--- src/rtl/core/pcmcv_pkg.sv ---
package pcmcv_pkg;

    localparam int EXP_W      = 13;
    localparam int SIG_W      = 53;
    localparam int PROD_W     = 77;
    localparam int CFG_IDX_W  = 3;
    localparam int CFG_DATA_W = 64;

    localparam logic [2:0] FN_I16_TO_F = 3'd0;
    localparam logic [2:0] FN_F_TO_I16 = 3'd1;
    localparam logic [2:0] FN_I24_TO_F = 3'd2;
    localparam logic [2:0] FN_F_TO_I24 = 3'd3;
    localparam logic [2:0] FN_I32_TO_F = 3'd4;
    localparam logic [2:0] FN_F_TO_I32 = 3'd5;

    localparam logic [CFG_IDX_W-1:0] REG_GAIN_FROM_I16 = 3'd0;
    localparam logic [CFG_IDX_W-1:0] REG_GAIN_FROM_I24 = 3'd1;
    localparam logic [CFG_IDX_W-1:0] REG_GAIN_FROM_I32 = 3'd2;
    localparam logic [CFG_IDX_W-1:0] REG_GAIN_TO_I24   = 3'd3;
    localparam logic [CFG_IDX_W-1:0] REG_GAIN_TO_I32   = 3'd4;

    localparam logic [31:0] GAIN_FROM_I16_RST = 32'h3800_0000;
    localparam logic [31:0] GAIN_FROM_I24_RST = 32'h3400_0000;
    localparam logic [31:0] GAIN_FROM_I32_RST = 32'h3000_0000;
    localparam logic [31:0] GAIN_TO_I24_RST   = 32'h4B00_0000;
    localparam logic [63:0] GAIN_TO_I32_RST   = 64'h41E0_0000_0000_0000;

    typedef struct packed {
        logic [2:0]  func;
        logic [31:0] sample_in;
        logic        last_in;
    } in_item_t;

    typedef struct packed {
        logic [31:0] sample_out;
        logic        last_out;
    } out_item_t;

    // unpacked operand: value = sig / 2^52 * 2^exp, sig[52] set when finite nonzero
    typedef struct packed {
        logic                    sign;
        logic                    zero;
        logic                    inf;
        logic                    nan;
        logic signed [EXP_W-1:0] exp;
        logic [SIG_W-1:0]        sig;
    } op_t;

    typedef struct packed {
        op_t g_from16;
        op_t g_from24;
        op_t g_from32;
        op_t g_to24;
        op_t g_to32;
    } gains_t;

    typedef struct packed {
        logic [2:0] func;
        logic       last;
        op_t        a;
        op_t        b;
    } front_t;

    typedef struct packed {
        logic [2:0]              func;
        logic                    last;
        logic                    sign;
        logic                    zero;
        logic                    inf;
        logic                    nan;
        logic signed [EXP_W-1:0] exp;
        logic [PROD_W-1:0]       prod;
    } mul_t;

    localparam op_t OP_32768 = '{sign: 1'b0, zero: 1'b0, inf: 1'b0, nan: 1'b0,
                                 exp: 13'sd15, sig: {1'b1, 52'h0}};
    localparam op_t OP_32767 = '{sign: 1'b0, zero: 1'b0, inf: 1'b0, nan: 1'b0,
                                 exp: 13'sd14, sig: {15'h7FFF, 38'h0}};

    function automatic logic to_float_func(input logic [2:0] f);
        return (f == FN_I16_TO_F) || (f == FN_I24_TO_F) || (f == FN_I32_TO_F);
    endfunction

    // index of highest set bit, 0 when none
    function automatic logic [5:0] msb_pos64(input logic [63:0] v);
        logic [5:0] p;
        p = '0;
        for (int i = 0; i < 64; i++)
        begin
            if (v[i])
                p = 6'(i);
        end
        return p;
    endfunction

    function automatic op_t unpack_f32(input logic [31:0] b);
        op_t        o;
        logic [7:0] e;
        logic [22:0] m;
        logic [5:0] p;
        logic [23:0] s;
        e = b[30:23];
        m = b[22:0];
        p = msb_pos64({41'b0, m});
        s = {1'b0, m} << (6'd23 - p);
        o.sign = b[31];
        o.zero = 1'b0;
        o.inf  = 1'b0;
        o.nan  = 1'b0;
        o.exp  = $signed({5'b0, e}) - 13'sd127;
        o.sig  = {1'b1, m, 29'b0};
        if (e == 8'hFF)
        begin
            o.inf = (m == '0);
            o.nan = (m != '0);
        end
        else if (e == 8'h00)
        begin
            if (m == '0)
                o.zero = 1'b1;
            else
            begin
                o.sig = {s, 29'b0};
                o.exp = $signed({7'b0, p}) - 13'sd149;
            end
        end
        return o;
    endfunction

    function automatic op_t unpack_f64(input logic [63:0] b);
        op_t         o;
        logic [10:0] e;
        logic [51:0] m;
        logic [5:0]  p;
        logic [52:0] s;
        e = b[62:52];
        m = b[51:0];
        p = msb_pos64({12'b0, m});
        s = {1'b0, m} << (6'd52 - p);
        o.sign = b[63];
        o.zero = 1'b0;
        o.inf  = 1'b0;
        o.nan  = 1'b0;
        o.exp  = $signed({2'b0, e}) - 13'sd1023;
        o.sig  = {1'b1, m};
        if (e == 11'h7FF)
        begin
            o.inf = (m == '0);
            o.nan = (m != '0);
        end
        else if (e == 11'h000)
        begin
            if (m == '0)
                o.zero = 1'b1;
            else
            begin
                o.sig = s;
                o.exp = $signed({7'b0, p}) - 13'sd1074;
            end
        end
        return o;
    endfunction

endpackage

--- src/rtl/core/pcmcv_mul.sv ---
module pcmcv_mul (
    input  logic                clk,
    input  logic                rst_n,
    input  logic                in_valid,
    output logic                in_ready,
    input  pcmcv_pkg::front_t   in_data,
    output logic                out_valid,
    input  logic                out_ready,
    output pcmcv_pkg::mul_t     out_data
);
    import pcmcv_pkg::*;

    typedef struct packed {
        logic [2:0]              func;
        logic                    last;
        logic                    sign;
        logic                    zero;
        logic                    inf;
        logic                    nan;
        logic signed [EXP_W-1:0] exp;
        logic [49:0]             pp_lo;
        logic [50:0]             pp_hi;
    } m1_t;

    logic  v1_reg, v2_reg;
    logic  rdy1, rdy2;
    m1_t   s1_reg, s1_next;
    mul_t  s2_reg, s2_next;

    logic [23:0] a24;
    logic        anan;

    assign rdy2      = !v2_reg || out_ready;
    assign rdy1      = !v1_reg || rdy2;
    assign in_ready  = rdy1;
    assign out_valid = v2_reg;
    assign out_data  = s2_reg;

    // 24 x 53 product split into two partial products
    always_comb
    begin
        a24  = in_data.a.sig[SIG_W-1:SIG_W-24];
        anan = in_data.a.nan || in_data.b.nan
            || (in_data.a.zero && in_data.b.inf) || (in_data.a.inf && in_data.b.zero);
        s1_next.func  = in_data.func;
        s1_next.last  = in_data.last;
        s1_next.sign  = in_data.a.sign ^ in_data.b.sign;
        s1_next.nan   = anan;
        s1_next.inf   = (in_data.a.inf || in_data.b.inf) && !anan;
        s1_next.zero  = (in_data.a.zero || in_data.b.zero) && !anan;
        s1_next.exp   = in_data.a.exp + in_data.b.exp;
        s1_next.pp_lo = a24 * in_data.b.sig[25:0];
        s1_next.pp_hi = a24 * in_data.b.sig[52:26];
    end

    always_comb
    begin
        s2_next.func = s1_reg.func;
        s2_next.last = s1_reg.last;
        s2_next.sign = s1_reg.sign;
        s2_next.zero = s1_reg.zero;
        s2_next.inf  = s1_reg.inf;
        s2_next.nan  = s1_reg.nan;
        s2_next.exp  = s1_reg.exp;
        s2_next.prod = {s1_reg.pp_hi, 26'b0} + {27'b0, s1_reg.pp_lo};
    end

    always_ff @(posedge clk or negedge rst_n)
    begin
        if (!rst_n)
        begin
            v1_reg <= 1'b0;
            v2_reg <= 1'b0;
        end
        else
        begin
            if (rdy1)
                v1_reg <= in_valid;
            if (rdy2)
                v2_reg <= v1_reg;
        end
    end

    always_ff @(posedge clk)
    begin
        if (rdy1 && in_valid)
            s1_reg <= s1_next;
        if (rdy2 && v1_reg)
            s2_reg <= s2_next;
    end

endmodule

--- config.mk ---
export PLATFORM = sky130hd
export DESIGN_NAME = pcmcv_mul
export DESIGN_NICKNAME = d
export VERILOG_FILES = /design/src/rtl/core/pcmcv_pkg.sv /design/src/rtl/core/pcmcv_mul.sv
export SDC_FILE = /design/constraint.sdc
export NUM_CORES = 2
export LEC_CHECK = 0
export BUFFER_PORTS_ARGS = -buffer_cell sky130_fd_sc_hd__buf_2
export CAP_MARGIN = 20
export CORE_MARGIN = 2
export CORE_UTILIZATION = 40
export DETAILED_ROUTE_END_ITERATION = 12
export PLACE_DENSITY_LB_ADDON = 0.05
export SYNTH_ARGS = -nofsm -noshare
export SYNTH_HDL_FRONTEND = slang
export SYNTH_SLANG_ARGS = --single-unit
--- constraint.sdc ---
create_clock -name clk -period 3.9 [get_ports clk]
set_clock_uncertainty 0.15 [all_clocks]
set_input_delay 0.975 -clock clk [delete_from_list [all_inputs] [get_ports clk]]
set_output_delay 0.975 -clock clk [all_outputs]
set_load 0.01 [all_outputs]
==> summary.txt <==
Yosys
  – Top post-synthesis cells by area: fa_1 43%, edfxtp_1 13%, ha_1 9.6%
  – Synth async-reset ratio: 0.9009%
  – Number of synthesis warnings: 0
  – Syn Std Cell Area: 50480 sq um
  – Mapped Avg Cell Area: 9.479 sq um
  – Seq/Total Area, Yosys: 13.19%
  – Register bit total from synthesis: 222
  – Yosys top cell area share: 42.67%
  – Commonest cells post-synth: 1244 x inv_1, 1076 x fa_1, 723 x nand2_1
  – Synth cell types: 60
  – Cells after Synth: 5325
  – Post-synth EDFFs: 220
  – Top_reg_cell synth: edfxtp_1
  – Leading area contributor after synthesis: fa_1
  – Most common cell in the netlist: inv_1
  – Syn nets: 6938

Clock tree
  – Clock Sinks: 222
  – Clock slew at reported path FFs: 0.06 ns
  – H-tree depth: 1
  – Clock latency at the later pin of the worst-skew pair: 0.59 ns
  – CTS root buffer: clkbuf_16
  – CTS buffer count: 26
  – CTS tree: done
  – Worst-case clock buffer depth: 3

Final layout
  – Share of cells above drive strength 1: 25.22%
  – Final nets: 7680
  – Synthesis-to-finish area growth: 27.72%
  – Layout Cells excl Fill: 7739
  – FILL cells: 11820
  – Final Instance Area: 64470 sq um
  – Max reg flops: 122

Global route
  – First-pass GRT wire length: 233600 microns
  – Largest net degree at the start of global routing: 40
  – Aggregate global-route resource usage: 23.36%
  – Vias in the first global route: 40020
  – Initial antenna violation count: 4
  – GRT overflow: 0

Placement
  – Cells after DPL: 7550
  – Gpl congestion: 0.8478
  – Hpwl dp: 121900 microns
  – PortBufs: 218
  – Area after DPL: 59340 sq um

Die
  – Starting Density: 40.25%
  – Boundary Pins: 248
  – Core area: 125400 sq um
  – Die X: 359.2 microns
  – Die footprint: 129100 sq um
  – Cell row count: 130
  – Die Span Y: 359.2 microns

Timing
  – Min Tclk post-route: 7.079 ns
  – Worst Slack Setup Final: -3.179 ns
  – RSZ-0062 raised after global routing: yes
  – Endpoints failing setup: 90
  – F_max: 141.3 MHz
  – Final critical-path share of the clock period: 181.5%
  – Max-slew violations: 0
  – Fin. Hold Viols: 0
  – Slew of the pin with the lowest slew margin: 0.5799 ns
  – Max_slew headroom: 60.73%

Worst setup path
  – Worst EP required: 4.07 ns
  – CP Class: in -> reg
  – CP arrival: 7.25 ns
  – CP Launch Type: primary input
  – Worst Setup End Kind: flop
  – Critical-path maximum fanout: 7

Flow run
  – Max-cap viol count: 0

Worst hold path
  – HP Class: reg -> reg

Drt
  – Via Count: 37360
  – Number of vias per cell: 4.827
  – DRC: 0
  – First-pass iteration count of the detailed router: 5
  – Detail Route Antenna Nets: 0
  – WL/cell: 19.27 microns
  – Drt total wl: 149200 microns
  – DR iter-0 viols: 1715

Run status
  – Status: complete, but fails checks
  – Failing checks: negative setup slack
## routing by layer
layer | vias up | wire length [microns] | track usage (%)
met5 | - | 0 | 0
met4 | 0 | 1960 | 2.904
met3 | 77 | 3861 | 1.556
met2 | 453 | 74970 | 40.50
met1 | 19520 | 68380 | 33.00
li1 | 17310 | - | -
## repair_timing
action                                  CTS  global route
setup buffers                            95            39
pin swaps                               246           119
resized for setup                       489           125
hold buffers                              1             0
endpoints found under the hold margin     2             0
endpoints found under the setup margin   89            99
cloned                                   16             3
## placed cells by master (no fill, tap or decap), types with 30 or more instances in the layout
| cell | synthesis | final |
|---|---|---|
| buf_4 | 0 | 604 |
| inv_1 | 1244 | 1181 |
| buf_6 | 0 | 85 |
| a21oi_1 | 133 | 77 |
| xor2_1 | 41 | 35 |
| edfxtp_1 | 220 | 220 |
| and2_4 | 0 | 66 |
| and2_1 | 654 | 588 |
| fa_2 | 0 | 57 |
| inv_2 | 0 | 63 |
| nor2_1 | 71 | 62 |
| ha_4 | 0 | 70 |
| o21ai_0 | 61 | 34 |
| buf_2 | 0 | 164 |
| a21o_1 | 57 | 55 |
| xnor2_1 | 111 | 91 |
| a21oi_2 | 2 | 40 |
| fa_1 | 1076 | 1019 |
| nand2_1 | 723 | 678 |
| clkbuf_16 | 0 | 30 |
| buf_12 | 0 | 94 |
| ha_1 | 389 | 315 |
## metrics by stage
step                hold WS (ns)  setup TNS, ns  worst slack (ns)  utilization (%)
floorplan                 0.2503        -222.59            -3.336                -
CTS                       0.2670        -215.55            -3.042            50.70
global route              0.2748        -237.74            -3.320            51.40
detailed placement        0.2545        -293.25            -3.976            47.32
finish                    0.2660        -223.90            -3.179            51.41
global placement          0.2504        -290.06            -3.993            47.32
## critical path, cell delays in order
cell and delay [ns]:
buf_8 0.10, buf_12 0.14, buf_8 0.13, and2_4 0.13, fa_1 0.52, inv_1 0.05, fa_1 0.47, inv_1 0.05
fa_1 0.47, inv_1 0.05, fa_1 0.49, inv_2 0.05, fa_1 0.49, fa_1 0.52, inv_1 0.05, fa_1 0.49
inv_2 0.05, ha_4 0.30, nand4_1 0.18, o21bai_4 0.22, o31ai_4 0.12, o41ai_4 0.48, a21oi_2 0.13, o221a_4 0.26
o41ai_4 0.21, xor2_1 0.11
## final timing paths
kind	from	end	slack (ns)	cells after the start
setup / recovery	in_data[108]	s1_reg[99]	-3.18	26
hold / removal	s1_reg[108]	out_data[84]	0.27	0
setup reg to reg	s1_reg[91]	out_data[76]	0.17	10
hold reg to reg	s1_reg[108]	out_data[84]	0.27	0
max in group asynchronous	rst_n	v1_reg	2.95	2
min in group asynchronous	rst_n	out_valid	0.55	2
## cell families after synthesis
group                    count (synthesis)  share of synthesized area, %
AO/OA/AOI/OAI                          377                         4.851
XOR/XNOR                               152                         2.637
adder cells (fa/ha/maj)               1465                         52.32
buffers and inverters                 1521                         11.31
flip-flops                             222                         13.19
AND/OR/NAND/NOR                       1588                         15.70
## area by class of cell
type,count,area (sq um),area share [%]
Inverter,1244,4669,7.243
Tap cell,1650,2064,3.202
Clock inverter,19,257.7,0.3998
Timing Repair Buffer,991,9150,14.19
Clock buffer,29,683.2,1.060
Sequential cell,222,6656,10.33
Multi-Input combinational cell,3582,40980,63.57
Antenna cell,2,5.005,0.007763
Power is not shown: default switching activity piles up to over one toggle a cycle in this logic, so the estimate is an artifact.
