--- src/rtl/core/pcmcv_pkg.sv ---
package pcmcv_pkg;

    localparam int EXP_W      = 13;
    localparam int SIG_W      = 53;
    localparam int PROD_W     = 77;
    localparam int CFG_IDX_W  = 3;
    localparam int CFG_DATA_W = 64;

    localparam logic [2:0] FN_I16_TO_F = 3'd0;
    localparam logic [2:0] FN_F_TO_I16 = 3'd1;
    localparam logic [2:0] FN_I24_TO_F = 3'd2;
    localparam logic [2:0] FN_F_TO_I24 = 3'd3;
    localparam logic [2:0] FN_I32_TO_F = 3'd4;
    localparam logic [2:0] FN_F_TO_I32 = 3'd5;

    localparam logic [CFG_IDX_W-1:0] REG_GAIN_FROM_I16 = 3'd0;
    localparam logic [CFG_IDX_W-1:0] REG_GAIN_FROM_I24 = 3'd1;
    localparam logic [CFG_IDX_W-1:0] REG_GAIN_FROM_I32 = 3'd2;
    localparam logic [CFG_IDX_W-1:0] REG_GAIN_TO_I24   = 3'd3;
    localparam logic [CFG_IDX_W-1:0] REG_GAIN_TO_I32   = 3'd4;

    localparam logic [31:0] GAIN_FROM_I16_RST = 32'h3800_0000;
    localparam logic [31:0] GAIN_FROM_I24_RST = 32'h3400_0000;
    localparam logic [31:0] GAIN_FROM_I32_RST = 32'h3000_0000;
    localparam logic [31:0] GAIN_TO_I24_RST   = 32'h4B00_0000;
    localparam logic [63:0] GAIN_TO_I32_RST   = 64'h41E0_0000_0000_0000;

    typedef struct packed {
        logic [2:0]  func;
        logic [31:0] sample_in;
        logic        last_in;
    } in_item_t;

    typedef struct packed {
        logic [31:0] sample_out;
        logic        last_out;
    } out_item_t;

    // unpacked operand: value = sig / 2^52 * 2^exp, sig[52] set when finite nonzero
    typedef struct packed {
        logic                    sign;
        logic                    zero;
        logic                    inf;
        logic                    nan;
        logic signed [EXP_W-1:0] exp;
        logic [SIG_W-1:0]        sig;
    } op_t;

    typedef struct packed {
        op_t g_from16;
        op_t g_from24;
        op_t g_from32;
        op_t g_to24;
        op_t g_to32;
    } gains_t;

    typedef struct packed {
        logic [2:0] func;
        logic       last;
        op_t        a;
        op_t        b;
    } front_t;

    typedef struct packed {
        logic [2:0]              func;
        logic                    last;
        logic                    sign;
        logic                    zero;
        logic                    inf;
        logic                    nan;
        logic signed [EXP_W-1:0] exp;
        logic [PROD_W-1:0]       prod;
    } mul_t;

    localparam op_t OP_32768 = '{sign: 1'b0, zero: 1'b0, inf: 1'b0, nan: 1'b0,
                                 exp: 13'sd15, sig: {1'b1, 52'h0}};
    localparam op_t OP_32767 = '{sign: 1'b0, zero: 1'b0, inf: 1'b0, nan: 1'b0,
                                 exp: 13'sd14, sig: {15'h7FFF, 38'h0}};

    function automatic logic to_float_func(input logic [2:0] f);
        return (f == FN_I16_TO_F) || (f == FN_I24_TO_F) || (f == FN_I32_TO_F);
    endfunction

    // index of highest set bit, 0 when none
    function automatic logic [5:0] msb_pos64(input logic [63:0] v);
        logic [5:0] p;
        p = '0;
        for (int i = 0; i < 64; i++)
        begin
            if (v[i])
                p = 6'(i);
        end
        return p;
    endfunction

    function automatic op_t unpack_f32(input logic [31:0] b);
        op_t        o;
        logic [7:0] e;
        logic [22:0] m;
        logic [5:0] p;
        logic [23:0] s;
        e = b[30:23];
        m = b[22:0];
        p = msb_pos64({41'b0, m});
        s = {1'b0, m} << (6'd23 - p);
        o.sign = b[31];
        o.zero = 1'b0;
        o.inf  = 1'b0;
        o.nan  = 1'b0;
        o.exp  = $signed({5'b0, e}) - 13'sd127;
        o.sig  = {1'b1, m, 29'b0};
        if (e == 8'hFF)
        begin
            o.inf = (m == '0);
            o.nan = (m != '0);
        end
        else if (e == 8'h00)
        begin
            if (m == '0)
                o.zero = 1'b1;
            else
            begin
                o.sig = {s, 29'b0};
                o.exp = $signed({7'b0, p}) - 13'sd149;
            end
        end
        return o;
    endfunction

    function automatic op_t unpack_f64(input logic [63:0] b);
        op_t         o;
        logic [10:0] e;
        logic [51:0] m;
        logic [5:0]  p;
        logic [52:0] s;
        e = b[62:52];
        m = b[51:0];
        p = msb_pos64({12'b0, m});
        s = {1'b0, m} << (6'd52 - p);
        o.sign = b[63];
        o.zero = 1'b0;
        o.inf  = 1'b0;
        o.nan  = 1'b0;
        o.exp  = $signed({2'b0, e}) - 13'sd1023;
        o.sig  = {1'b1, m};
        if (e == 11'h7FF)
        begin
            o.inf = (m == '0);
            o.nan = (m != '0);
        end
        else if (e == 11'h000)
        begin
            if (m == '0)
                o.zero = 1'b1;
            else
            begin
                o.sig = s;
                o.exp = $signed({7'b0, p}) - 13'sd1074;
            end
        end
        return o;
    endfunction

endpackage

--- src/rtl/core/pcmcv_cfg.sv ---
module pcmcv_cfg (
    input  logic                                clk,
    input  logic                                rst_n,
    input  logic                                cfg_valid,
    output logic                                cfg_ready,
    input  logic [pcmcv_pkg::CFG_IDX_W-1:0]     cfg_index,
    input  logic [pcmcv_pkg::CFG_DATA_W-1:0]    cfg_data,
    output pcmcv_pkg::gains_t                   gains
);
    import pcmcv_pkg::*;

    gains_t gains_reg;
    gains_t gains_next;

    assign cfg_ready = 1'b1;
    assign gains     = gains_reg;

    // gains are kept unpacked so the datapath never sees a subnormal operand
    always_comb
    begin
        gains_next = gains_reg;
        if (cfg_valid)
        begin
            unique case (cfg_index)
                REG_GAIN_FROM_I16: gains_next.g_from16 = unpack_f32(cfg_data[31:0]);
                REG_GAIN_FROM_I24: gains_next.g_from24 = unpack_f32(cfg_data[31:0]);
                REG_GAIN_FROM_I32: gains_next.g_from32 = unpack_f32(cfg_data[31:0]);
                REG_GAIN_TO_I24:   gains_next.g_to24   = unpack_f32(cfg_data[31:0]);
                REG_GAIN_TO_I32:   gains_next.g_to32   = unpack_f64(cfg_data);
                default:           gains_next = gains_reg;
            endcase
        end
    end

    always_ff @(posedge clk or negedge rst_n)
    begin
        if (!rst_n)
        begin
            gains_reg.g_from16 <= unpack_f32(GAIN_FROM_I16_RST);
            gains_reg.g_from24 <= unpack_f32(GAIN_FROM_I24_RST);
            gains_reg.g_from32 <= unpack_f32(GAIN_FROM_I32_RST);
            gains_reg.g_to24   <= unpack_f32(GAIN_TO_I24_RST);
            gains_reg.g_to32   <= unpack_f64(GAIN_TO_I32_RST);
        end
        else
            gains_reg <= gains_next;
    end

endmodule

--- config.mk ---
export PLATFORM = sky130hd
export DESIGN_NAME = pcmcv_cfg
export DESIGN_NICKNAME = d
export VERILOG_FILES = /design/src/rtl/core/pcmcv_pkg.sv /design/src/rtl/core/pcmcv_cfg.sv
export SDC_FILE = /design/constraint.sdc
export NUM_CORES = 1
export LEC_CHECK = 0
export BUFFER_PORTS_ARGS = -buffer_cell sky130_fd_sc_hd__buf_2
export CAP_MARGIN = 5
export CORE_UTILIZATION = 54
export CTS_CLUSTER_SIZE = 10
export DETAILED_ROUTE_END_ITERATION = 8
export PLACE_DENSITY = 0.84
export SETUP_SLACK_MARGIN = 0.4
export SYNTH_ARGS = -nofsm -noshare
export SYNTH_HDL_FRONTEND = slang
export SYNTH_SLANG_ARGS = --single-unit
--- constraint.sdc ---
create_clock -name clk -period 0.95 [get_ports clk]
set_input_delay 0 -clock clk [delete_from_list [all_inputs] [get_ports clk]]
set_output_delay 0 -clock clk [all_outputs]
set_load 0.01 [all_outputs]
==> results of run 1 <==
==> through the flow <==
stage | instances | TNS [ns]
after floorplan | 1977 | -362.75
after global placement | 2856 | -472.86
after detailed placement | 2856 | -488.94
after CTS | 2990 | -379.49
==> repair_timing <==
action,in CTS
hold buffers,4
pin swaps,154
gates resized for setup,440
gates cloned,9
endpoints found under the setup margin,451
setup buffers,73
endpoints found under the hold margin,244
==> kinds of logic after synthesis <==
family | synth area share, %
mux | 12.69
other cells | 0.04780
simple gates | 17.73
buf+inv | 11.35
compound gates | 21.21
fa+ha+maj | 0.9555
xor+xnor | 1.210
flops | 34.81
==> metal layers <==
metal  overflow  track usage, %
met2          1           93.26
met4          4           78.27
met1          0           77.75
met5          1           37.18
met3          7           63.61
==> results.yml, run 1 <==
outcome:
  status: "did not finish"
  stop_stage: "global routing (5_1_grt)"
  tool.error: "[ERROR GRT-0232] Routing congestion too high. Check the congestion heatmap in the GUI."
die:
  rows: 62
  start_util_pct: 54.74
  fp.dieH_um: 172.6
  ios: 421
  fp.dieW_um: 172.6
yosys:
  avgSynthCellArea_sq_um: 8.439
  ys.flop_type: "dfrtp_1"
  synthArstFlopShare_pct: 100.0
  yosys.area.top_type: "dfrtp_1"
  synth_common_cells: "273 x nand2_1, 186 x dfrtp_1, 179 x o21ai_0, 155 x nor2_1, 142 x buf_4"
  synthTopCellsByArea: "dfrtp_1 30%, buf_4 6.8%, nand2_1 6.5%"
  synth-seq-cells: 217
  ys_types: 88
  synth_top_area_share_pct: 29.62
  synth_edf_count: 0
  synth.most_common_cell: "nand2_1"
  synth_area_sq_um: 15710
  synth_warnings: 0
  syn_inst: 1862
  yosysSeqAreaShare_pct: 34.81
clocking:
  cts_root_buf: "clkbuf_16"
  clk_path_buf_depth: 3
  cts_made_buffers: 26
  cts.sinks: 217
  htreeDepth: 1
grt:
  grt_max_degree: 59
  gr-total-overflow: 13
  grt_usage_pct: 77.95
placed_design:
  io_buffer_count: 303
  placed_cell_area_sq_um: 21040
  gp_congestion: 1.049
  post-place-ws_ns: -3.475
  hpwl_um: 55040
sta:
  worstEpCategory: "register data pin"
  worstEndpointGrtRepair: "gains[24]$_DFFE_PN0P_/D"
==> run 2, diff against run 1 <==
CORE_UTILIZATION = 40   (was 54)
CTS_CLUSTER_SIZE = unset   (was 10)
PLACE_DENSITY = unset   (was 0.84)
PLACE_DENSITY_LB_ADDON = 0.15   (was unset)
SETUP_SLACK_MARGIN = unset   (was 0.4)
==> run 2 against run 1 <==
  * The flow now finishes, with violations (hold timing, setup timing)
  * Synthesized cell count unchanged
  * Area after synthesis unchanged
==> results.yml, run 2 <==
outcome:
  status: "finished with violations"
  violations: "hold timing, setup timing"
setup_path:
  crit_end: "gains[33]"
  worstSetupPathType: "input pin to flip-flop"
  crit_path_start: "cfg_data[3]"
  ff2ff_setup_slack_ns: 0.01
  cp.arrival_ns: 4.21
  ff2ff_path_depth: 2
  crit_required_ns: 1.44
  critical_path.max_fanout: 9
  start_kind: "input pin"
  r2r-start: "gains[48]"
  worstReg2RegEnd: "gains[48]"
  end_kind: "flip-flop"
clocking:
  cts_hold_buf: 32
  cts_root_buf: "clkbuf_16"
  htreeDepth: 1
  cts.sinks: 217
  cts_tree: "done"
  worst_skew_pair.late_latency_ns: 0.59
  path_clk_slew_ns: 0.06
  clk_path_buf_depth: 3
  cts_made_buffers: 26
die:
  fp.dieH_um: 200.2
  fp.dieW_um: 200.2
  coreArea_sq_um: 38740
  die_area_sq_um: 40080
  start_util_pct: 40.56
  rows: 72
  ios: 421
pwr:
  p_total_w: 0.03949
  seqPwrFrac_pct: 30.9
  leakagePower_nw: 11.81
  power_density_nw_per_um2: 1533
  clockPowerShare_pct: 30.0
  power.switching_w: 0.01399
  swShare_pct: 35.43
  power.internal_w: 0.02550
  peakVddDrop_mv: 1.545
  pwr-share-comb_pct: 39.2
drt:
  via_per_inst: 5.702
  ant_nets: 0
  routedWlPerCell_um: 24.79
  drc: 0
  via_count: 18180
  dr.pass1.iters: 7
  drt-initial-drc-count: 1635
  drt_wl_total_um: 79070
yosys:
  synth_top_area_share_pct: 29.62
  yosysSeqAreaShare_pct: 34.81
  synth_common_cells: "273 x nand2_1, 186 x dfrtp_1, 179 x o21ai_0, 155 x nor2_1, 142 x buf_4"
  yosys.area.top_type: "dfrtp_1"
  ys_types: 88
  ys.flop_type: "dfrtp_1"
  synth-seq-cells: 217
  synthArstFlopShare_pct: 100.0
  synthTopCellsByArea: "dfrtp_1 30%, buf_4 6.8%, nand2_1 6.5%"
  syn_inst: 1862
  avgSynthCellArea_sq_um: 8.439
  synth_warnings: 0
  synth_area_sq_um: 15710
  synth_edf_count: 0
  synth.most_common_cell: "nand2_1"
grt:
  grt_max_degree: 51
  grt_pass1_wl_um: 116000
  grt_usage_pct: 38.12
  grt_pass1_vias: 17780
  antenna_found_initial: 4
  gr-total-overflow: 0
sta:
  whs_ns: -0.1182
  fin_crit_ns: 3.715
  final_hold_viol_count: 16
  grt_setup_unrepaired: "true"
  period_share_pct: 391.0
  worst_slew_pin_slew_ns: 0.6480
  setup_viol: 445
  drv_slew: 0
  fin_skew_ns: 0
  max_slew_margin_pct: 56.47
  setup_ws_ns: -2.765
  fmax_mhz: 269.2
placed_design:
  place_inst: 3006
  gp_congestion: 1.004
  io_buffer_count: 303
  hpwl_um: 58690
layout:
  drive_gt1_share_pct: 51.18
  final_cell_mix: "462 x buf_4, 297 x buf_2, 250 x nand2_1"
  final_cells: 3189
  ff_latch_area_sq_um: 5469
  syn2layout_area_growth_pct: 63.94
  multi_input_area_sq_um: 11040
  nets: 2731
  fillers: 3263
  final_common_cell: "buf_4"
  largest_reg_flops: 217
run:
  cap_violations: 0
worst_hold_path:
  min_path_type: "input pin to async pin"
-- run 2: cell type report --
class | count | share of cell area [%]
antenna | 2 | 0.01943
clock buffer | 34 | 2.876
clock inverter | 14 | 1.069
inverter | 23 | 0.4226
multi-input combinational | 1443 | 42.88
sequential | 217 | 21.23
tap | 518 | 2.516
timing repair buffer | 937 | 28.96
timing repair inverter | 1 | 0.02429
-- run 2: how the worst min path moves through the flow --
| stage | start | to | slack (ns) | depth (start not counted) |
|---|---|---|---|---|
| after global routing | rst_n | gains[64] | -0.10 | 2 |
| final | rst_n | gains[64] | -0.12 | 2 |
| after detailed placement | rst_n | gains[69] | -0.09 | 1 |
| after CTS | rst_n | gains[69] | -0.12 | 2 |
| after floorplan | rst_n | gains[0] | -0.30 | 0 |
| after global placement | rst_n | gains[69] | -0.09 | 1 |
-- run 2: metrics by stage --
stage          hold WS, ns  area, sq um  util, %  setup TNS, ns  worst slack [ns]
2_1_floorplan      -0.2956        17210        -        -362.79            -2.939
3_3_place_gp      -0.09341        21360    55.15        -515.15            -3.716
3_5_place_dp      -0.08963        21360    55.15        -521.92            -3.744
4_1_cts            -0.1201        24860    64.17        -434.07            -2.658
5_1_grt            -0.1019        25760    66.50        -475.79            -2.976
6_report           -0.1182        25760    66.50        -448.81            -2.765
-- run 2: timing repair --
action                                 CTS  global route
buffers inserted                        80            37
endpoints found under the hold margin  251            15
pin swaps                              109            99
gates cloned                             7             1
resized for setup                      348           146
setup endpoints to repair              445           445
-- run 2: power by group through the flow --
stage               combinational (W)  clock (W)  sequential, W
floorplan                     0.00604          0         0.0130
global placement               0.0130          0         0.0122
detailed placement             0.0130          0         0.0123
CTS                            0.0146     0.0119         0.0122
global route                   0.0162     0.0122         0.0124
finish                         0.0155     0.0118         0.0122
-- run 2: kinds of logic (layout without fill, tap and decap cells) --
family	count (synthesis)	in the layout	share of synthesized area (%)
compound gates	523	523	21.21
buf+inv	318	1009	11.35
xor+xnor	20	21	1.210
other cells	2	119	0.04780
flops	217	217	34.81
fa+ha+maj	12	12	0.9555
simple gates	624	624	17.73
mux	146	146	12.69
-- run 2: routing by layer --
metal | global-route usage, % | vias to the layer above | wire length (um)
met2 | 61.52 | 926 | 36710
met4 | 20.11 | 0 | 4974
met5 | 0 | - | 0
met3 | 6.785 | 268 | 5504
li1 | - | 8057 | -
met1 | 48.72 | 8933 | 31880
-- run 2: worst max-delay path, stage by stage --
cell and delay (ns):
buf_8 0.10, nor2_4 0.09, o31a_1 0.20, o31ai_2 0.08, a21boi_1 0.21, o31ai_2 0.10, a211oi_2 0.28, o311ai_2 0.12
a2111oi_2 0.46, o31a_1 0.27, ha_2 0.22, nand2_2 0.07, nor4_4 0.24, nand2_1 0.11, nand3_2 0.13, a21oi_4 0.08
buf_6 0.14, xnor2_4 0.27, buf_6 0.17, buf_12 0.14, nor3_2 0.06, a2111oi_2 0.34, a31oi_1 0.15, a21oi_1 0.17
Note: power is estimated with default switching activity, not from simulation.
