### config.mk
export PLATFORM = sky130hd
export DESIGN_NAME = pcmcv_back
export DESIGN_NICKNAME = d
export VERILOG_FILES = /design/src/rtl/core/pcmcv_pkg.sv /design/src/rtl/core/pcmcv_back.sv
export SDC_FILE = /design/constraint.sdc
export NUM_CORES = 1
export LEC_CHECK = 0
export BUFFER_PORTS_ARGS = -buffer_cell sky130_fd_sc_hd__clkbuf_2
export CAP_MARGIN = 0
export CORE_ASPECT_RATIO = 0.8
export CORE_MARGIN = 2
export CORE_UTILIZATION = 50
export DETAILED_ROUTE_END_ITERATION = 8
export PLACE_DENSITY = 0.67
export SYNTH_ARGS = -nofsm -noshare
export SYNTH_HDL_FRONTEND = slang
export SYNTH_SLANG_ARGS = --single-unit
### constraint.sdc
create_clock -name clk -period 6.7 [get_ports clk]
set_input_delay 0.67 -clock clk [delete_from_list [all_inputs] [get_ports clk]]
set_output_delay 0.67 -clock clk [all_outputs]
set_load 0.02 [all_outputs]
### src/rtl/core/pcmcv_pkg.sv
package pcmcv_pkg;

    localparam int EXP_W      = 13;
    localparam int SIG_W      = 53;
    localparam int PROD_W     = 77;
    localparam int CFG_IDX_W  = 3;
    localparam int CFG_DATA_W = 64;

    localparam logic [2:0] FN_I16_TO_F = 3'd0;
    localparam logic [2:0] FN_F_TO_I16 = 3'd1;
    localparam logic [2:0] FN_I24_TO_F = 3'd2;
    localparam logic [2:0] FN_F_TO_I24 = 3'd3;
    localparam logic [2:0] FN_I32_TO_F = 3'd4;
    localparam logic [2:0] FN_F_TO_I32 = 3'd5;

    localparam logic [CFG_IDX_W-1:0] REG_GAIN_FROM_I16 = 3'd0;
    localparam logic [CFG_IDX_W-1:0] REG_GAIN_FROM_I24 = 3'd1;
    localparam logic [CFG_IDX_W-1:0] REG_GAIN_FROM_I32 = 3'd2;
    localparam logic [CFG_IDX_W-1:0] REG_GAIN_TO_I24   = 3'd3;
    localparam logic [CFG_IDX_W-1:0] REG_GAIN_TO_I32   = 3'd4;

    localparam logic [31:0] GAIN_FROM_I16_RST = 32'h3800_0000;
    localparam logic [31:0] GAIN_FROM_I24_RST = 32'h3400_0000;
    localparam logic [31:0] GAIN_FROM_I32_RST = 32'h3000_0000;
    localparam logic [31:0] GAIN_TO_I24_RST   = 32'h4B00_0000;
    localparam logic [63:0] GAIN_TO_I32_RST   = 64'h41E0_0000_0000_0000;

    typedef struct packed {
        logic [2:0]  func;
        logic [31:0] sample_in;
        logic        last_in;
    } in_item_t;

    typedef struct packed {
        logic [31:0] sample_out;
        logic        last_out;
    } out_item_t;

    // unpacked operand: value = sig / 2^52 * 2^exp, sig[52] set when finite nonzero
    typedef struct packed {
        logic                    sign;
        logic                    zero;
        logic                    inf;
        logic                    nan;
        logic signed [EXP_W-1:0] exp;
        logic [SIG_W-1:0]        sig;
    } op_t;

    typedef struct packed {
        op_t g_from16;
        op_t g_from24;
        op_t g_from32;
        op_t g_to24;
        op_t g_to32;
    } gains_t;

    typedef struct packed {
        logic [2:0] func;
        logic       last;
        op_t        a;
        op_t        b;
    } front_t;

    typedef struct packed {
        logic [2:0]              func;
        logic                    last;
        logic                    sign;
        logic                    zero;
        logic                    inf;
        logic                    nan;
        logic signed [EXP_W-1:0] exp;
        logic [PROD_W-1:0]       prod;
    } mul_t;

    localparam op_t OP_32768 = '{sign: 1'b0, zero: 1'b0, inf: 1'b0, nan: 1'b0,
                                 exp: 13'sd15, sig: {1'b1, 52'h0}};
    localparam op_t OP_32767 = '{sign: 1'b0, zero: 1'b0, inf: 1'b0, nan: 1'b0,
                                 exp: 13'sd14, sig: {15'h7FFF, 38'h0}};

    function automatic logic to_float_func(input logic [2:0] f);
        return (f == FN_I16_TO_F) || (f == FN_I24_TO_F) || (f == FN_I32_TO_F);
    endfunction

    // index of highest set bit, 0 when none
    function automatic logic [5:0] msb_pos64(input logic [63:0] v);
        logic [5:0] p;
        p = '0;
        for (int i = 0; i < 64; i++)
        begin
            if (v[i])
                p = 6'(i);
        end
        return p;
    endfunction

    function automatic op_t unpack_f32(input logic [31:0] b);
        op_t        o;
        logic [7:0] e;
        logic [22:0] m;
        logic [5:0] p;
        logic [23:0] s;
        e = b[30:23];
        m = b[22:0];
        p = msb_pos64({41'b0, m});
        s = {1'b0, m} << (6'd23 - p);
        o.sign = b[31];
        o.zero = 1'b0;
        o.inf  = 1'b0;
        o.nan  = 1'b0;
        o.exp  = $signed({5'b0, e}) - 13'sd127;
        o.sig  = {1'b1, m, 29'b0};
        if (e == 8'hFF)
        begin
            o.inf = (m == '0);
            o.nan = (m != '0);
        end
        else if (e == 8'h00)
        begin
            if (m == '0)
                o.zero = 1'b1;
            else
            begin
                o.sig = {s, 29'b0};
                o.exp = $signed({7'b0, p}) - 13'sd149;
            end
        end
        return o;
    endfunction

    function automatic op_t unpack_f64(input logic [63:0] b);
        op_t         o;
        logic [10:0] e;
        logic [51:0] m;
        logic [5:0]  p;
        logic [52:0] s;
        e = b[62:52];
        m = b[51:0];
        p = msb_pos64({12'b0, m});
        s = {1'b0, m} << (6'd52 - p);
        o.sign = b[63];
        o.zero = 1'b0;
        o.inf  = 1'b0;
        o.nan  = 1'b0;
        o.exp  = $signed({2'b0, e}) - 13'sd1023;
        o.sig  = {1'b1, m};
        if (e == 11'h7FF)
        begin
            o.inf = (m == '0);
            o.nan = (m != '0);
        end
        else if (e == 11'h000)
        begin
            if (m == '0)
                o.zero = 1'b1;
            else
            begin
                o.sig = s;
                o.exp = $signed({7'b0, p}) - 13'sd1074;
            end
        end
        return o;
    endfunction

endpackage

### src/rtl/core/pcmcv_back.sv
module pcmcv_back (
    input  logic                  clk,
    input  logic                  rst_n,
    input  logic                  in_valid,
    output logic                  in_ready,
    input  pcmcv_pkg::mul_t       in_data,
    output logic                  out_valid,
    input  logic                  out_ready,
    output pcmcv_pkg::out_item_t  out_item
);
    import pcmcv_pkg::*;

    typedef struct packed {
        logic [2:0]              func;
        logic                    last;
        logic                    sign;
        logic                    zero;
        logic                    inf;
        logic                    nan;
        logic                    sub;
        logic                    dbl;
        logic signed [EXP_W-1:0] exp;
        logic [PROD_W-1:0]       m;
        logic                    lost;
    } b1_t;

    typedef struct packed {
        logic [2:0]              func;
        logic                    last;
        logic                    sign;
        logic                    zero;
        logic                    inf;
        logic                    nan;
        logic                    sub;
        logic signed [EXP_W-1:0] exp;
        logic [SIG_W-1:0]        sig;
    } b2_t;

    typedef struct packed {
        logic [2:0]  func;
        logic        last;
        logic        sign;
        logic        sat;
        logic [31:0] fword;
        logic [31:0] q;
    } b3_t;

    logic      v1_reg, v2_reg, v3_reg, v4_reg;
    logic      rdy1, rdy2, rdy3, rdy4;
    b1_t       s1_reg, s1_next;
    b2_t       s2_reg, s2_next;
    b3_t       s3_reg, s3_next;
    out_item_t out_reg, out_next;
    logic [2:0] out_func_reg;

    logic [PROD_W-1:0]       mn;
    logic signed [EXP_W-1:0] en;
    logic signed [EXP_W-1:0] dsr;
    logic [4:0]              ds;
    logic [53:0]             sum53;
    logic [24:0]             sum24;
    logic                    up53, up24;
    logic signed [EXP_W-1:0] eb;
    logic signed [EXP_W-1:0] shr;
    logic [32:0]             qsum;
    logic [31:0]             mag;
    logic [31:0]             hi;
    logic [31:0]             ival;

    assign rdy4      = !v4_reg || out_ready;
    assign rdy3      = !v3_reg || rdy4;
    assign rdy2      = !v2_reg || rdy3;
    assign rdy1      = !v1_reg || rdy2;
    assign in_ready  = rdy1;
    assign out_valid = v4_reg;
    assign out_item  = out_reg;

    // stage 1: one-bit normalize, shift right into the float subnormal range
    always_comb
    begin
        if (in_data.prod[PROD_W-1])
        begin
            mn = in_data.prod;
            en = in_data.exp + 13'sd1;
        end
        else
        begin
            mn = in_data.prod << 1;
            en = in_data.exp;
        end
        dsr = -13'sd126 - en;
        s1_next.func = in_data.func;
        s1_next.last = in_data.last;
        s1_next.sign = in_data.sign;
        s1_next.zero = in_data.zero;
        s1_next.inf  = in_data.inf;
        s1_next.nan  = in_data.nan;
        s1_next.dbl  = (in_data.func == FN_F_TO_I32);
        s1_next.sub  = to_float_func(in_data.func) && (en < -13'sd126);
        s1_next.exp  = en;
        if (!s1_next.sub)
            ds = '0;
        else if (dsr > 13'sd26)
            ds = 5'd26;
        else
            ds = dsr[4:0];
        s1_next.m    = mn >> ds;
        s1_next.lost = |(mn & ~({PROD_W{1'b1}} << ds));
    end

    // stage 2: round to nearest even at 24 or 53 bits
    always_comb
    begin
        up53  = s1_reg.m[23] & ((|s1_reg.m[22:0]) | s1_reg.lost | s1_reg.m[24]);
        sum53 = {1'b0, s1_reg.m[76:24]} + {53'b0, up53};
        up24  = s1_reg.m[52] & ((|s1_reg.m[51:0]) | s1_reg.lost | s1_reg.m[53]);
        sum24 = {1'b0, s1_reg.m[76:53]} + {24'b0, up24};
        s2_next.func = s1_reg.func;
        s2_next.last = s1_reg.last;
        s2_next.sign = s1_reg.sign;
        s2_next.zero = s1_reg.zero;
        s2_next.inf  = s1_reg.inf;
        s2_next.nan  = s1_reg.nan;
        s2_next.sub  = s1_reg.sub;
        if (s1_reg.dbl)
        begin
            s2_next.exp = s1_reg.exp + {12'b0, sum53[53]};
            s2_next.sig = sum53[53] ? {1'b1, 52'b0} : sum53[52:0];
        end
        else
        begin
            s2_next.exp = s1_reg.exp + {12'b0, sum24[24]};
            s2_next.sig = sum24[24] ? {1'b1, 52'b0} : {sum24[23:0], 29'b0};
        end
    end

    // stage 3: pack float, or scale to integer with one fraction bit
    always_comb
    begin
        eb  = s2_reg.exp + 13'sd127;
        shr = 13'sd51 - s2_reg.exp;
        s3_next.func = s2_reg.func;
        s3_next.last = s2_reg.last;
        s3_next.sign = s2_reg.sign;
        if (s2_reg.nan)
            s3_next.fword = 32'h7FC0_0000;
        else if (s2_reg.inf)
            s3_next.fword = {s2_reg.sign, 8'hFF, 23'b0};
        else if (s2_reg.zero)
            s3_next.fword = {s2_reg.sign, 31'b0};
        else if (s2_reg.sub)
            s3_next.fword = {s2_reg.sign, 7'b0, s2_reg.sig[52], s2_reg.sig[51:29]};
        else if (eb > 13'sd254)
            s3_next.fword = {s2_reg.sign, 8'hFF, 23'b0};
        else
            s3_next.fword = {s2_reg.sign, eb[7:0], s2_reg.sig[51:29]};
        s3_next.sat = 1'b0;
        s3_next.q   = '0;
        if (s2_reg.nan || s2_reg.zero)
            s3_next.q = '0;
        else if (s2_reg.inf || s2_reg.exp >= 13'sd31)
            s3_next.sat = 1'b1;
        else if (s2_reg.exp >= -13'sd1)
            s3_next.q = 32'(s2_reg.sig >> shr[5:0]);
    end

    // stage 4: round half away from zero, saturate, place in output word
    always_comb
    begin
        qsum = {1'b0, s3_reg.q} + 33'd1;
        mag  = qsum[32:1];
        unique case (s3_reg.func)
            FN_F_TO_I16: hi = 32'd32767;
            FN_F_TO_I24: hi = 32'd8388607;
            default:     hi = 32'h7FFF_FFFF;
        endcase
        if (s3_reg.sat || mag > hi)
            ival = s3_reg.sign ? ~hi : hi;
        else
            ival = s3_reg.sign ? (~mag + 32'd1) : mag;
        out_next.last_out = s3_reg.last;
        unique case (s3_reg.func)
            FN_I16_TO_F, FN_I24_TO_F, FN_I32_TO_F: out_next.sample_out = s3_reg.fword;
            FN_F_TO_I16, FN_F_TO_I32:              out_next.sample_out = ival;
            FN_F_TO_I24:                           out_next.sample_out = {ival[23:0], 8'b0};
            default:                               out_next.sample_out = '0;
        endcase
    end

    always_ff @(posedge clk or negedge rst_n)
    begin
        if (!rst_n)
        begin
            v1_reg <= 1'b0;
            v2_reg <= 1'b0;
            v3_reg <= 1'b0;
            v4_reg <= 1'b0;
        end
        else
        begin
            if (rdy1)
                v1_reg <= in_valid;
            if (rdy2)
                v2_reg <= v1_reg;
            if (rdy3)
                v3_reg <= v2_reg;
            if (rdy4)
                v4_reg <= v3_reg;
        end
    end

    always_ff @(posedge clk)
    begin
        if (rdy1 && in_valid)
            s1_reg <= s1_next;
        if (rdy2 && v1_reg)
            s2_reg <= s2_next;
        if (rdy3 && v2_reg)
            s3_reg <= s3_next;
        if (rdy4 && v3_reg)
        begin
            out_reg      <= out_next;
            out_func_reg <= s3_reg.func;
        end
    end

`ifndef SYNTH
    a_round_normalized: assert property (@(posedge clk) disable iff (!rst_n)
        v2_reg && !s2_reg.zero && !s2_reg.inf && !s2_reg.nan && !s2_reg.sub
        |-> s2_reg.sig[SIG_W-1])
        else $error("rounded significand lost its leading one");

    a_i24_low_zero: assert property (@(posedge clk) disable iff (!rst_n)
        v4_reg && out_func_reg == FN_F_TO_I24 |-> out_reg.sample_out[7:0] == 8'h00)
        else $error("int24 result has nonzero low byte");

    a_i16_sext: assert property (@(posedge clk) disable iff (!rst_n)
        v4_reg && out_func_reg == FN_F_TO_I16
        |-> out_reg.sample_out[31:15] == '0 || out_reg.sample_out[31:15] == '1)
        else $error("int16 result not sign extended");

    a_bad_func_zero: assert property (@(posedge clk) disable iff (!rst_n)
        v4_reg && out_func_reg > FN_F_TO_I32 |-> out_reg.sample_out == '0)
        else $error("unused function code gave nonzero sample");
`endif

endmodule

==> metrics.yaml <==
run_status:
  outcome: "complete, no violations"
power:
  swShare_pct: 38.8
  combPwrFrac_pct: 36.4
  leakagePower_nw: 9.63
  finalPower_mw: 6.40
  p_seq_share_pct: 38.8
  p_per_area_nw_per_um2: 243
  power_switching_mw: 2.48
  p_int_mw: 3.92
  p_clk_share_pct: 24.8
  irDropWorstVdd_v: 0.000196
worst_hold_path:
  holdPathEnd: "s1_reg[96]"
  holdPathStages: 1
  hold_class: "primary input to flop"
  hp-start: "in_data[93]"
synthesis:
  synthMuxAreaShare_pct: 8.36
  synth_top_family_by_area: "compound AO/OA/AOI/OAI gates"
  syn_inst: 2782
  ys_async_sr_fraction_pct: 1.41
  synth_simple_gate_area_share_pct: 22.7
  synth_edf_count: 279
  synthAdderAreaFrac_pct: 1.61
  synthesis.area_sq_um: 24100
  synth-compound-area-share_pct: 23.3
  synth-seq-cells: 283
  synthDistinctLibCells: 114
  ys.flop_type: "edfxtp_1"
  synth.net_count: 2915
  yosysSeqAreaShare_pct: 35.2
  syn_area_per_cell_sq_um: 8.67
  synth-xor-area-share_pct: 4.33
  yosys_warnings: 0
floorplan:
  fp.dieW_um: 250
  pin_count: 137
  die_h_um: 200
  core_area_sq_um: 47300
  fp-row-count: 71
  start_util_pct: 50.9
  die_area_sq_um: 50000
drt:
  avgViaCountPerCell: 6.95
  drt_iter0_drc: 3543
  wl_per_cell_um: 26.9
  wl_um: 93600
  dr.pass1.iters: 7
  drc: 0
  num_vias: 24148
  ant_nets: 0
critical_path:
  endpoint_kind: "flop"
  r2r_start: "s3_reg[3]"
  r2r_end: "out_item[19]"
  critical_path_class: "flop to flop"
  crit_required_ns: 6.98
  crit_path_max_fanout: 24
  reg2reg_depth: 19
  cp-start-kind: "flop"
  regToRegSetupSlack_ns: 0.67
  crit_arrival_ns: 6.31
cells_and_area:
  fill_cells: 4346
  layout-drive-gt1-share_pct: 14.3
  nNetsFinal: 2963
  area_growth_pct: 9.09
  largest_reg_flops: 101
job:
  cap_violations: 0
clock_tree:
  clockBufferDepth: 3
  cts_tree: "built"
  numCtsBuffers: 29
  clock-sinks: 283
  clk_latency_ns: 0.58
  cts.clk_slew.worst_paths_ns: 0.07
  cts_setup_buffers: 0
  cts_root_buffer: "clkbuf_16"
  h-tree-depth: 1
sta:
  setup_tns_ns: 0
  timing.final.crit_share_pct: 90.0
  finClkSkew_ns: 0.0155
  rsz0062_at_grt: "no"
  post-route-min-period_ns: 6.03
  hold_violations: 0
  tightest_slew_ns: 1.04
  slew_headroom_pct: 30.8
  slew_violations: 0
  setup_viol: 0
  timing.fmax_mhz: 166
global_route:
  grt_max_degree: 79
  use_met1_pct: 55.1
  met3_usage_pct: 14.8
  grt_pass1_vias: 21900
  track_usage_pct: 36.4
  grt.overflow.total: 0
  grt_first_pass_wirelength_um: 139000
  antenna_found_initial: 0
  busiest_layer: "met1"
  gr-usage-met2_pct: 48.6
placed_design:
  post-dp-hpwl_um: 72000
  place.gp.congestion: 1.02
  io_buffer_count: 136
-- worst max-delay path: stages, from the launching register on --
cell and delay (ns):
edfxtp_1 0.52, nand4_1 0.28, or4_1 0.74, nor3_1 0.31, and3_1 0.26, and3_1 0.18, xnor2_1 0.30, inv_1 0.19
ha_1 0.33, nand2_1 0.08, nor3_1 0.07, a221oi_1 0.23, o21ai_0 0.17, a2111oi_0 0.49, o21a_2 0.30, and2_1 0.41
buf_12 0.23, a21oi_1 0.08, a21oi_1 0.38, a221oi_1 0.15
-- logic make-up (layout without fill, tap and decap cells) --
group,after synthesis,in the layout
xor+xnor,114,114
mux,150,150
buf+inv,247,317
simple gates,1140,1140
other cells,0,3
fa+ha+maj,31,31
compound gates,817,817
flops,283,283
-- synth_stat cells (27+ instances only) --
library cell / n / share of area (%)
nand2_1: 352 / 5.5
edfxtp_1: 279 / 35
nor2_1: 235 / 3.7
nand3_1: 186 / 3.9
a21oi_1: 165 / 3.4
o21ai_0: 145 / 3.0
clkbuf_1: 104 / 1.6
mux2i_1: 80 / 3.3
nor3_1: 77 / 1.6
and2_1: 64 / 1.7
a211oi_1: 62 / 1.9
xnor2_1: 60 / 2.2
o211ai_1: 54 / 1.7
buf_2: 53 / 1.1
and3_1: 50 / 1.3
xor2_1: 48 / 1.7
a31oi_1: 43 / 1.1
a22oi_1: 42 / 1.3
inv_1: 41 / 0.64
mux4_2: 37 / 3.5
a21o_1: 34 / 1.1
o22ai_1: 34 / 0.88
mux2_2: 32 / 1.5
nor4_1: 32 / 0.83
ha_1: 31 / 1.6
nand4_1: 29 / 0.75
nor2b_1: 28 / 0.73
o221ai_1: 27 / 0.98
-- power by group through the flow --
stage,combinational (mW),sequential [mW],clock [mW]
after floorplan,1.49,2.45,0
after global placement,2.23,2.50,0
after detailed placement,2.23,2.50,0
after CTS,2.24,2.47,1.61
after global routing,2.49,2.50,1.68
final,2.33,2.48,1.59
-- metal layers --
metal | wire length (um) | vias up
met3 | 14200 | 133
met1 | 41300 | 11749
met2 | 36500 | 1529
li1 | - | 10737
met4 | 1600 | 0
met5 | 0 | -
-- worst max path at each step --
stage,start,end,slack (ns),depth (start not counted)
2_1_floorplan,in_data[76],s1_reg[2],0.81,21
3_3_place_gp,in_data[77],s1_reg[31],0.77,15
3_5_place_dp,in_data[77],s1_reg[31],0.58,15
4_1_cts,s3_reg[3],out_item[19],0.87,19
5_1_grt,s3_reg[3],out_item[19],0.29,19
6_report,s3_reg[3],out_item[19],0.67,19
-- what timing repair did --
item                      in CTS  in global routing
hold endpoints to repair       4                  0
hold buffers                   1                  0
resized for setup              0                  0
-- cell type report --
class                      count  area, sq um  share of cell area [%]
inverter                      46          175                   0.666
timing repair buffer         218         1360                    5.18
multi-input combinational   2252        14600                    55.5
clock inverter                12          113                   0.428
tap                          620          776                    2.95
clock buffer                  41          801                    3.04
antenna                        3         7.51                  0.0285
sequential                   283         8480                    32.2
-- layout by cell type, fill, tap and decap left out, types with 77 or more instances in the layout --
cell type,n
nand3_1,186
buf_4,77
o21ai_0,145
clkbuf_2,135
nor2_1,234
nand2_1,352
mux2i_1,80
nor3_1,77
edfxtp_1,279
a21oi_1,165
-- stage by stage --
stage / cell area (sq um) / util, % / setup slack (ns) / instances / hold WS (ns)
after global placement: 25400 / 53.6 / 0.766 / 3418 / 0.404
after detailed placement: 25400 / 53.6 / 0.576 / 3418 / 0.405
final: 26300 / 55.6 / 0.669 / 3475 / 0.279
after CTS: 26300 / 55.5 / 0.872 / 3472 / 0.260
after global routing: 26300 / 55.5 / 0.289 / 3472 / 0.261
after floorplan: 24100 / - / 0.808 / 2782 / 0.374
(Power assumes the default switching activity.)
